<file path="src/hdl/rdqa_pkg.sv">
// Package with the shared constants, codes and word types of the record deque with average.
`default_nettype none

package rdqa_pkg;

    localparam int DEPTH   = 16;
    localparam int IDX_W   = $clog2(DEPTH);
    localparam int CNT_W   = $clog2(DEPTH + 1);
    localparam int CMD_W   = 3;
    localparam int ID_W    = 30;
    localparam int GRADE_W = 7;
    localparam int STAT_W  = 2;
    localparam int SUM_W   = 11;
    localparam int FRAC_W  = 8;
    localparam int DIVD_W  = SUM_W + FRAC_W;
    localparam int AVG_W   = 15;
    localparam int QDEPTH  = 2;

    localparam logic [CMD_W-1:0] CMD_PUSH_FRONT = 3'd0;
    localparam logic [CMD_W-1:0] CMD_PUSH_BACK  = 3'd1;
    localparam logic [CMD_W-1:0] CMD_POP_FRONT  = 3'd2;
    localparam logic [CMD_W-1:0] CMD_POP_BACK   = 3'd3;
    localparam logic [CMD_W-1:0] CMD_PEEK       = 3'd4;
    localparam logic [CMD_W-1:0] CMD_AVERAGE    = 3'd5;

    localparam logic [STAT_W-1:0] ST_OK    = 2'd0;
    localparam logic [STAT_W-1:0] ST_FULL  = 2'd1;
    localparam logic [STAT_W-1:0] ST_EMPTY = 2'd2;

    typedef struct packed {
        logic [CMD_W-1:0]   command;
        logic [ID_W-1:0]    student_id;
        logic [GRADE_W-1:0] grade;
    } request_t;

    typedef struct packed {
        logic [STAT_W-1:0]  status;
        logic [GRADE_W-1:0] front_grade;
        logic [GRADE_W-1:0] back_grade;
        logic [CNT_W-1:0]   entry_count;
        logic [AVG_W-1:0]   average_grade;
    } result_t;

    typedef struct packed {
        logic               push;
        logic               pop;
        logic               at_front;
        logic               check;
        logic               average;
        logic [ID_W-1:0]    student_id;
        logic [GRADE_W-1:0] grade;
    } op_word_t;

    typedef struct packed {
        logic     valid;
        op_word_t word;
    } op_link_t;

endpackage

`default_nettype wire

</file>
<file path="src/hdl/rdqa_div.sv">
// Restoring divider that gives the fixed point average one quotient bit per cycle.
`default_nettype none

module rdqa_div
    import rdqa_pkg::*;
(
    input  wire logic              clk,
    input  wire logic              rst_n,
    input  wire logic              div_start,
    input  wire logic [DIVD_W-1:0] dividend,
    input  wire logic [CNT_W-1:0]  divisor,
    output logic                   div_done,
    output logic [DIVD_W-1:0]      quotient
);

    localparam int STEP_W = $clog2(DIVD_W + 1);

    logic [DIVD_W-1:0] quo_reg, quo_next;
    logic [CNT_W-1:0]  rem_reg, rem_next;
    logic [CNT_W-1:0]  dsr_reg;
    logic [STEP_W-1:0] step_reg, step_next;
    logic              run_reg, run_next;
    logic              done_reg, done_next;
    logic [CNT_W:0]    rem_sh;
    logic              fits;

    always_comb
    begin
        rem_sh    = {rem_reg, quo_reg[DIVD_W-1]};
        fits      = rem_sh >= {1'b0, dsr_reg};
        quo_next  = quo_reg;
        rem_next  = rem_reg;
        step_next = step_reg;
        run_next  = run_reg;
        done_next = 1'b0;
        if (div_start)
        begin
            quo_next  = dividend;
            rem_next  = '0;
            step_next = STEP_W'(DIVD_W);
            run_next  = 1'b1;
        end
        else if (run_reg)
        begin
            quo_next  = {quo_reg[DIVD_W-2:0], fits};
            rem_next  = fits ? CNT_W'(rem_sh - {1'b0, dsr_reg}) : CNT_W'(rem_sh);
            step_next = step_reg - 1'b1;
            if (step_reg == STEP_W'(1))
            begin
                run_next  = 1'b0;
                done_next = 1'b1;
            end
        end
    end

    always_ff @(posedge clk or negedge rst_n)
    begin
        if (!rst_n)
        begin
            step_reg <= '0;
            run_reg  <= 1'b0;
            done_reg <= 1'b0;
        end
        else
        begin
            step_reg <= step_next;
            run_reg  <= run_next;
            done_reg <= done_next;
        end
    end

    always_ff @(posedge clk)
    begin
        quo_reg <= quo_next;
        rem_reg <= rem_next;
        if (div_start)
        begin
            dsr_reg <= divisor;
        end
    end

    assign div_done = done_reg;
    assign quotient = quo_reg;

endmodule

`default_nettype wire

</file>
<file path="src/hdl/rdqa_front.sv">
// Front end: accepts command words, decodes them and holds them in a short queue.
`default_nettype none

module rdqa_front
    import rdqa_pkg::*;
(
    input  wire logic     clk,
    input  wire logic     rst_n,
    input  wire logic     start,
    output logic          busy,
    input  wire request_t request,
    input  wire logic     take,
    output op_link_t      link
);

    localparam int QP_W = (QDEPTH > 1) ? $clog2(QDEPTH) : 1;
    localparam int QF_W = $clog2(QDEPTH + 1);

    op_word_t          queue_mem [QDEPTH];
    logic [QP_W-1:0]   wr_ptr_reg, wr_ptr_next;
    logic [QP_W-1:0]   rd_ptr_reg, rd_ptr_next;
    logic [QF_W-1:0]   fill_reg, fill_next;
    op_word_t          decoded;
    logic              accept;
    logic              pull;

    always_comb
    begin
        decoded            = '0;
        decoded.student_id = request.student_id;
        decoded.grade      = request.grade;
        decoded.at_front   = (request.command == CMD_PUSH_FRONT) ||
                             (request.command == CMD_POP_FRONT);
        unique case (request.command) inside
            CMD_PUSH_FRONT, CMD_PUSH_BACK: decoded.push    = 1'b1;
            CMD_POP_FRONT, CMD_POP_BACK:   decoded.pop     = 1'b1;
            CMD_PEEK:                      decoded.check   = 1'b1;
            CMD_AVERAGE:                   decoded.average = 1'b1;
            default:                       decoded.push    = 1'b0;
        endcase
    end

    assign busy   = fill_reg == QF_W'(QDEPTH);
    assign accept = start && !busy;
    assign pull   = take && (fill_reg != '0);

    always_comb
    begin
        wr_ptr_next = wr_ptr_reg;
        rd_ptr_next = rd_ptr_reg;
        fill_next   = fill_reg;
        if (accept)
        begin
            wr_ptr_next = (wr_ptr_reg == QP_W'(QDEPTH - 1)) ? '0 : wr_ptr_reg + 1'b1;
        end
        if (pull)
        begin
            rd_ptr_next = (rd_ptr_reg == QP_W'(QDEPTH - 1)) ? '0 : rd_ptr_reg + 1'b1;
        end
        if (accept && !pull)
        begin
            fill_next = fill_reg + 1'b1;
        end
        else if (pull && !accept)
        begin
            fill_next = fill_reg - 1'b1;
        end
    end

    always_ff @(posedge clk or negedge rst_n)
    begin
        if (!rst_n)
        begin
            wr_ptr_reg <= '0;
            rd_ptr_reg <= '0;
            fill_reg   <= '0;
        end
        else
        begin
            wr_ptr_reg <= wr_ptr_next;
            rd_ptr_reg <= rd_ptr_next;
            fill_reg   <= fill_next;
        end
    end

    always_ff @(posedge clk)
    begin
        if (accept)
        begin
            queue_mem[wr_ptr_reg] <= decoded;
        end
    end

    assign link.valid = fill_reg != '0;
    assign link.word  = queue_mem[rd_ptr_reg];

endmodule

`default_nettype wire

</file>
<file path="src/hdl/rdqa_back.sv">
// Back end: ring store, head and count, grade sum, average sequencing and result register.
`default_nettype none

module rdqa_back
    import rdqa_pkg::*;
(
    input  wire logic     clk,
    input  wire logic     rst_n,
    input  wire op_link_t link,
    output logic          take,
    output logic          done,
    output result_t       result
);

    localparam logic [2:0] S_IDLE = 3'd0;
    localparam logic [2:0] S_EXEC = 3'd1;
    localparam logic [2:0] S_READ = 3'd2;
    localparam logic [2:0] S_DIV  = 3'd3;
    localparam logic [2:0] S_FIN  = 3'd4;

    logic [GRADE_W-1:0] grade_mem [DEPTH];
    logic [ID_W-1:0]    id_mem    [DEPTH];

    logic [2:0]          state_reg, state_next;
    op_word_t            word_reg;
    logic [IDX_W-1:0]    head_reg, head_next;
    logic [CNT_W-1:0]    count_reg, count_next;
    logic [SUM_W-1:0]    sum_reg, sum_next;
    logic [STAT_W-1:0]   status_reg, status_next;
    logic [GRADE_W-1:0]  rd_front_reg, rd_back_reg;
    logic [AVG_W-1:0]    avg_reg;
    logic                done_reg;
    result_t             result_reg;

    logic                full;
    logic                empty;
    logic [IDX_W-1:0]    head_dec;
    logic [IDX_W-1:0]    head_inc;
    logic [IDX_W-1:0]    tail_slot;
    logic [IDX_W-1:0]    back_slot;
    logic                wr_en;
    logic [IDX_W-1:0]    wr_slot;
    logic                div_start;
    logic                div_done;
    logic [DIVD_W-1:0]   quotient;

    function automatic logic [IDX_W-1:0] ring_wrap(input logic [IDX_W:0] slot);
        logic [IDX_W:0] lim;
        begin
            lim = (IDX_W + 1)'(DEPTH);
            ring_wrap = (slot >= lim) ? IDX_W'(slot - lim) : IDX_W'(slot);
        end
    endfunction

    assign full      = count_reg >= CNT_W'(DEPTH);
    assign empty     = count_reg == '0;
    assign head_dec  = (head_reg == '0) ? IDX_W'(DEPTH - 1) : head_reg - 1'b1;
    assign head_inc  = ring_wrap((IDX_W + 1)'(head_reg) + (IDX_W + 1)'(1));
    assign tail_slot = ring_wrap((IDX_W + 1)'(head_reg) + (IDX_W + 1)'(count_reg));
    assign back_slot = empty ? head_reg :
                       ring_wrap((IDX_W + 1)'(head_reg) + (IDX_W + 1)'(count_reg) -
                                 (IDX_W + 1)'(1));

    assign take      = (state_reg == S_IDLE) && link.valid;
    assign div_start = (state_reg == S_READ) && word_reg.average && !empty;

    always_comb
    begin
        state_next  = state_reg;
        head_next   = head_reg;
        count_next  = count_reg;
        sum_next    = sum_reg;
        status_next = status_reg;
        wr_en       = 1'b0;
        wr_slot     = tail_slot;
        unique case (state_reg)
            S_IDLE:
            begin
                if (link.valid)
                begin
                    state_next = S_EXEC;
                end
            end
            S_EXEC:
            begin
                status_next = ST_OK;
                if (word_reg.push)
                begin
                    if (full)
                    begin
                        status_next = ST_FULL;
                    end
                    else
                    begin
                        wr_en      = 1'b1;
                        wr_slot    = word_reg.at_front ? head_dec : tail_slot;
                        head_next  = word_reg.at_front ? head_dec : head_reg;
                        count_next = count_reg + 1'b1;
                        sum_next   = sum_reg + SUM_W'(word_reg.grade);
                    end
                end
                else if (word_reg.pop)
                begin
                    if (empty)
                    begin
                        status_next = ST_EMPTY;
                    end
                    else
                    begin
                        head_next  = word_reg.at_front ? head_inc : head_reg;
                        count_next = count_reg - 1'b1;
                        sum_next   = sum_reg - SUM_W'(word_reg.at_front ? rd_front_reg
                                                                        : rd_back_reg);
                    end
                end
                else if ((word_reg.check || word_reg.average) && empty)
                begin
                    status_next = ST_EMPTY;
                end
                state_next = S_READ;
            end
            S_READ:
            begin
                state_next = div_start ? S_DIV : S_FIN;
            end
            S_DIV:
            begin
                if (div_done)
                begin
                    state_next = S_FIN;
                end
            end
            S_FIN:
            begin
                state_next = S_IDLE;
            end
            default:
            begin
                state_next = S_IDLE;
            end
        endcase
    end

    always_ff @(posedge clk or negedge rst_n)
    begin
        if (!rst_n)
        begin
            state_reg <= S_IDLE;
            head_reg  <= '0;
            count_reg <= '0;
            sum_reg   <= '0;
            done_reg  <= 1'b0;
        end
        else
        begin
            state_reg <= state_next;
            head_reg  <= head_next;
            count_reg <= count_next;
            sum_reg   <= sum_next;
            done_reg  <= state_reg == S_FIN;
        end
    end

    always_ff @(posedge clk)
    begin
        status_reg <= status_next;
        if (take)
        begin
            word_reg <= link.word;
        end
        if (wr_en)
        begin
            grade_mem[wr_slot] <= word_reg.grade;
            id_mem[wr_slot]    <= word_reg.student_id;
        end
        if (state_reg == S_READ)
        begin
            rd_front_reg <= grade_mem[head_reg];
            rd_back_reg  <= grade_mem[back_slot];
        end
        if (div_done)
        begin
            avg_reg <= quotient[AVG_W-1:0];
        end
        if (state_reg == S_FIN)
        begin
            result_reg.status        <= status_reg;
            result_reg.front_grade   <= empty ? '0 : rd_front_reg;
            result_reg.back_grade    <= empty ? '0 : rd_back_reg;
            result_reg.entry_count   <= count_reg;
            result_reg.average_grade <= (word_reg.average && !empty) ? avg_reg : '0;
        end
    end

    rdqa_div u_div
    (
        .clk       (clk),
        .rst_n     (rst_n),
        .div_start (div_start),
        .dividend  ({sum_reg, FRAC_W'(0)}),
        .divisor   (count_reg),
        .div_done  (div_done),
        .quotient  (quotient)
    );

    assign done   = done_reg;
    assign result = result_reg;

    a_count_range: assert property (@(posedge clk) disable iff (!rst_n)
        count_reg <= CNT_W'(DEPTH))
        else $error("entry count above depth");

    a_sum_empty: assert property (@(posedge clk) disable iff (!rst_n)
        (count_reg == '0) |-> (sum_reg == '0))
        else $error("grade sum nonzero with empty store");

    a_done_after_fin: assert property (@(posedge clk) disable iff (!rst_n)
        done_reg |-> $past(state_reg == S_FIN))
        else $error("result strobe without finish step");

    a_div_nonzero: assert property (@(posedge clk) disable iff (!rst_n)
        div_start |-> (count_reg != '0))
        else $error("divide started with zero count");

endmodule

`default_nettype wire

</file>
<file path="src/hdl/record_deque_with_average_unit.sv">
// Top level of the record deque with average: front queue and back execution unit.
// A word is taken when start is high and busy is low; a two-word queue lets the next words
// in while the back end works. Each word gives one result, shown on result for one cycle with
// done high; the receiver cannot stall it. Push, pop, peek and unknown commands pass through
// these steps in the back end: take, execute, registered store read and result register.
// The average command on a non-empty store adds the restoring divider between the read and
// the result, one quotient bit per cycle over 19 bits. The back end handles one word at a
// time and takes no new word from the queue until it has given the result of the last.
`default_nettype none

module record_deque_with_average_unit
    import rdqa_pkg::*;
(
    input  wire logic     clk,
    input  wire logic     rst_n,
    input  wire logic     start,
    output logic          busy,
    input  wire request_t request,
    output logic          done,
    output result_t       result
);

    op_link_t link;
    logic     take;

    rdqa_front u_front
    (
        .clk     (clk),
        .rst_n   (rst_n),
        .start   (start),
        .busy    (busy),
        .request (request),
        .take    (take),
        .link    (link)
    );

    rdqa_back u_back
    (
        .clk    (clk),
        .rst_n  (rst_n),
        .link   (link),
        .take   (take),
        .done   (done),
        .result (result)
    );

endmodule

`default_nettype wire
</file>
<file path="config.mk">
export PLATFORM = sky130hd
export DESIGN_NAME = record_deque_with_average_unit
export DESIGN_NICKNAME = d
export VERILOG_FILES = /design/src/hdl/rdqa_pkg.sv /design/src/hdl/rdqa_div.sv /design/src/hdl/rdqa_front.sv /design/src/hdl/rdqa_back.sv /design/src/hdl/record_deque_with_average_unit.sv
export SDC_FILE = /design/constraint.sdc
export NUM_CORES = 1
export LEC_CHECK = 0
export BUFFER_PORTS_ARGS = -buffer_cell sky130_fd_sc_hd__buf_2
export CAP_MARGIN = 15
export CORE_MARGIN = 3
export CORE_UTILIZATION = 56
export CTS_BUF_LIST = sky130_fd_sc_hd__clkbuf_8
export DETAILED_ROUTE_END_ITERATION = 10
export PLACE_DENSITY = 0.87
export SLEW_MARGIN = 20
export SYNTH_ARGS = -nofsm -noshare
export SYNTH_HDL_FRONTEND = slang
export SYNTH_HIERARCHICAL = 1
export SYNTH_SLANG_ARGS = --single-unit
</file>
<file path="constraint.sdc">
create_clock -name clk -period 3.5 [get_ports clk]
set_clock_uncertainty 0.05 [all_clocks]
set_input_delay 0.35 -clock clk [delete_from_list [all_inputs] [get_ports clk]]
set_output_delay 0.35 -clock clk [all_outputs]
set_load 0.005 [all_outputs]
</file>
# After elaboration in Yosys (flattened, before gate mapping)
# Memories as Yosys holds them, arrays and structs flattened. A register that Yosys moved wholly into a read port is not among the register bits.
# Cells that the tools add are included.
dict set report word_totals {
  input_bits 43
  wordCells 150
  reg_bits 117
  ram_bits 196
  n_memories 2
}
dict set report classes {
  order_cmp 5
  n_mux 59
  eq_ne 17
  reduce_logical 28
  add_sub_neg 17
}
# memory words word_bits rd rd_ports_with_merged_regs write_ports line_no
set mem_list {}
lappend mem_list {u_back.grade_mem 16 7 2 2 1 rdqa_back.sv:21} ;# logic [GRADE_W-1:0] grade_mem [DEPTH];
lappend mem_list {u_front.queue_mem 2 42 1 1 1 rdqa_front.sv:19} ;# op_word_t queue_mem [QDEPTH];
# cell count
set ops {}
lappend ops {{2-to-1 mux 4 bit} 15}
lappend ops {{2-to-1 mux 11 bit} 4}
lappend ops {{2-to-1 mux 19 bit} 2}
lappend ops {{2-to-1 mux 5 bit} 7}
lappend ops {{>= comparator 5 bit (second input constant)} 4}
lappend ops {{2-to-1 mux 1 bit} 20}
lappend ops {{subtractor 4 x 1 -> 4 bit (second input constant)} 4}
lappend ops {{subtractor 5 x 1 -> 5 bit (second input constant)} 3}
lappend ops {{== test 3 x 2 -> 1 bit (second input constant)} 4}
lappend ops {{2-to-1 mux 2 bit} 6}
lappend ops {{case mux 3 bit (4 select lines)} 1}
lappend ops {{adder 11 x 7 -> 11 bit} 1}
lappend ops {{subtractor 11 bit} 1}
lappend ops {{== test 3 bit (second input constant)} 3}
lappend ops {{logical AND 1 bit} 9}
lappend ops {{2-to-1 mux 3 bit} 3}
lappend ops {{inequality test 2 bit (second input constant)} 4}
lappend ops {{nonzero test 2 bit} 4}
lappend ops {{2-to-1 mux 7 bit} 1}
lappend ops {{== test 3 x 1 -> 1 bit (second input constant)} 2}
lappend ops {{>= comparator 6 x 5 -> 1 bit} 1}
lappend ops {{zero test 3 bit} 2}
lappend ops {{AND reduction 6 bit} 1}
lappend ops {{adder 4 x 1 -> 5 bit (second input constant)} 1}
lappend ops {{16 further kinds} 23}

# Depth between registers and ports, before layout
dict set report depth {
  word_depth 7
  depth_mapped 15
  ltp_nobuf 12
}

# Modules after synthesis
# Netlist, hierarchy kept.
# module n_inst area_each_um2 cells_per_inst seq_area_each_um2
set modules_own_cells {}
lappend modules_own_cells {rdqa_back 1 10219.8 660 6336.1}
lappend modules_own_cells {rdqa_front 1 3460.8 155 2622.5}
lappend modules_own_cells {rdqa_div 1 1766.7 132 996.0}

# Least setup slack after synthesis
# OpenSTA, ideal clock, no wires.
dict set report synth_path {
  kind {flip-flop to flip-flop}
  start {register u_back.state_reg[1]}
  end {register u_back.result_reg (netlist bit u_back/result[0]), enable pin}
  path_slack_ps -291
  setup_ps 484
  stages_incl_launch_ff 3
  period_less_slack_ps 3791
  t_arrival_ps 3257
  required_time_ps 2966
  cell_sequence {dfrtp_1 -> clkbuf_1 -> nor3b_1}
}
dict set report synth_via {
  elab_chain_cells 1
}
# element line_no
set synth_lines {}
lappend synth_lines {{from (decl)} rdqa_back.sv:24} ;# logic [2:0] state_reg, state_next;
lappend synth_lines {{from (signal assigned)} rdqa_back.sv:156} ;# state_reg <= state_next;
lappend synth_lines {{== test 3 bit} rdqa_back.sv:185} ;# if (state_reg == S_FIN)
lappend synth_lines {{to (decl)} rdqa_back.sv:33} ;# result_t result_reg;
# No other way between the ends.
# A chain may end at the register's enable or synchronous reset.

# Worst setup path in the final report
dict set report layout_path {
  start {register u_back/word_reg[39] (netlist name)}
  end {register u_back.sum_reg[10]}
}
dict set report layout_via {
  elab_chain_cells 5
}
# element line_no
set layout_lines {}
lappend layout_lines {{2-to-1 mux 7 bit} rdqa_back.sv:112} ;# sum_next = sum_reg - SUM_W'(word_reg.at_front ? rd_front_reg
lappend layout_lines {{subtractor 11 bit} rdqa_back.sv:112}
lappend layout_lines {{2-to-1 mux 11 bit} rdqa_back.sv:104} ;# if (empty)
lappend layout_lines {{2-to-1 mux 11 bit} rdqa_back.sv:102} ;# else if (word_reg.pop)
lappend layout_lines {{2-to-1 mux 11 bit} rdqa_back.sv:87} ;# if (word_reg.push)
lappend layout_lines {{to (signal assigned)} rdqa_back.sv:159} ;# sum_reg <= sum_next;
lappend layout_lines {{to (decl)} rdqa_back.sv:28} ;# logic [SUM_W-1:0] sum_reg, sum_next;
# No other way between the ends. The select of a mux whose other input is x is not followed.

==> results by group <==
Place
  – Port bufs: 50
  – Estimated wirelength of the detail-placed design: 17100 µm
  – Routability-driven placement congestion ratio: 0.872

Synthesis
  – Number of warnings printed during yosys synthesis: 6
  – Post-synthesis average cell area: 15.4 µm²
  – Combined area of all synthesized cells: 13200 µm²
  – Post-Syn Instances: 856

Critical path
  – Data arrival time at the worst-slack endpoint: 3.71 ns
  – Data required, critical path: 3.89 ns
  – Endpoint type of the worst setup path: flop
  – Largest stage delay on the critical path: 0.51 ns
  – Cell count of the worst reg-to-reg path: 13
  – FF-to-FF setup slack: 0.18 ns
  – Crit Path Class: reg -> reg
  – Cell with the largest stage delay on the worst path: sky130_fd_sc_hd__edfxtp_1
  – Highest net fanout along the worst path: 6
  – Cell type group with the largest total delay on the critical path: compound AO/OA/AOI/OAI gates
  – Critical path, cell by cell: clkbuf_2, nor3_1, o211ai_1, or3_1, nand3_1, o211ai_1, o21a_1, ha_1, o21a_1, a2111oi_2, o31a_1, o21ai_1, xnor2_1
  – Capturing point of the worst reg2reg path: u_back/sum_reg[10]
  – Worst setup SP type: flop
  – Number of buffer and inverter instances along the worst setup path: 1
  – RR Startpoint: u_back/word_reg[39]

STA
  – Setup_tns: 0 ns
  – Final max-slew violation count: 0
  – Period Utilization, post-route: 94.9%
  – Slew of the pin with the lowest slew margin: 1.03 ns
  – Shortest period the worst path allows: 3.32 ns
  – RSZ-0062 raised after global routing: no
  – Number of failing hold endpoints at the final stage: 0
  – Relative slew slack: 31.3%
  – Final setup vio count: 0
  – Highest clock frequency the design can meet: 301 MHz

Floorplanning
  – Number of ports placed on the die boundary: 81
  – Number of cell rows: 55
  – Die Area: 25400 µm²
  – Die width: 159 µm
  – Placeable Area: 22900 µm²
  – Height of the die: 159 µm
  – Starting density of the core: 57.5%

Clock network
  – CTS HTree Levels: 2
  – CTS sink count: 279
  – Source-to-sink clock delay at the later pin of the worst-skew pair: 0.56 ns
  – Clock transition time at the flip-flop clock pins of the worst setup and hold paths: 0.07 ns
  – Clock tree from TritonCTS: yes
  – Maximum root-to-sink buffer count: 3
  – Cell at the root of the clock tree: sky130_fd_sc_hd__clkbuf_8
  – Total CTS buffers: 45

Hold path
  – Count of cells along the worst hold path: 3
  – Source of the worst hold timing path: start
  – Hold crit path type: in -> reg
  – Terminating pin of the worst hold path: u_front/wr_ptr_reg

Drt
  – DRC violation total after the first TritonRoute iteration: 618
  – Number of antenna-violating nets in the routed design: 0
  – Via density per instance: 5.93
  – DRC violation count after routing: 0
  – Via count of the routed design: 7790
  – Post-detailed-route wirelength per cell: 19.5 µm
  – Count of TritonRoute iterations in the first routing pass: 5
  – Total Wirelength: 25600 µm

Finish
  – Final Net Count: 1044
  – Number of diodes: 0
  – Number of flip-flops in the largest register: 112
  – Fraction of final layout cells with drive strength greater than 1: 25.3%
  – Count of fill cells added during filler insertion: 1523
  – Utilization after layout: 65.4%
  – Multi-input gate area in the final layout: 4720 µm²
  – Layout Area Growth over Synthesis: 13.7%
  – Area used by sequential logic in the layout: 8150 µm²

Global route
  – Tot GR Track Use: 20.0%
  – Antenna violations before repair: 0
  – Vias in the first global route: 7860
  – Maximum number of pins on one net before global-route repair: 50
  – First-pass GRT wire length: 41000 µm
  – Grt total ovfl: 0

Flow run
  – Number of max-cap violations: 0

Status
  – Run status: finished clean
what timing repair did:
action / in CTS / in global routing
hold buffers: 8 / 0
gates resized for setup: 0 / 3
hold endpoints to repair: 49 / 0
endpoints found under the setup margin: 0 / 2
setup buffers: 0 / 2
tightest hold or removal path, cell delays in order:
cell and delay, ns:
sky130_fd_sc_hd__buf_2 0.10, sky130_fd_sc_hd__nand2_1 0.10, sky130_fd_sc_hd__xnor2_1 0.07
worst max-delay path by stage:
stage / from / end / cells after the start
2_1_floorplan: u_back/word_reg[39] / u_back/sum_reg[10] / 13
3_3_place_gp: u_back/word_reg[39] / u_back/sum_reg[10] / 12
3_5_place_dp: u_back/word_reg[39] / u_back/sum_reg[10] / 12
4_1_cts: u_back/word_reg[39] / u_back/sum_reg[10] / 12
5_1_grt: u_back/word_reg[39] / u_back/sum_reg[10] / 13
6_report: u_back/word_reg[39] / u_back/sum_reg[10] / 13
stage by stage:
step           instances  hold slack, ns  setup WS, ns  instance area, µm²
3_5_place_dp        1224           0.382        0.0420               13900
4_1_cts             1312          0.0474        0.0578               15000
6_report            1314          0.0788         0.180               15000
5_1_grt             1314          0.0758      0.000532               15000
3_3_place_gp        1224           0.380        0.0966               13900
2_1_floorplan        863         0.00441        0.0387               13200
placed cells by master (no fill, tap or decap), drive strengths merged, types with 11 or more instances in the layout:
cell,count
xnor2,18
clkbuf,49
nor2,53
clkinv,13
dfrtp,35
and3,19
inv,37
o21ai,23
edfxtp,239
mux2i,57
mux4,42
nand2b,11
and2,16
nand2,33
ha,29
mux2,43
nor3,12
buf,90
xor2,14
a21oi,31
area by class of cell:
cell class / count / share of cell area, %
inverter: 25 / 0.626
clock buffer: 48 / 4.41
tap: 313 / 2.61
clock inverter: 32 / 2.04
multi-input combinational: 518 / 31.5
timing repair buffer: 99 / 4.41
sequential: 279 / 54.4
per-layer routing:
metal | vias up | share of wire [%] | GRT usage (%)
met4 | 0 | 1.8 | 6.05
li1 | 3549 | - | -
met3 | 41 | 8.0 | 4.24
met1 | 3881 | 41 | 26.6
met2 | 319 | 49 | 33.6
met5 | - | 0 | 0
Power is not shown: default switching activity piles up to over one toggle a cycle in this logic, so the estimate is an artifact.
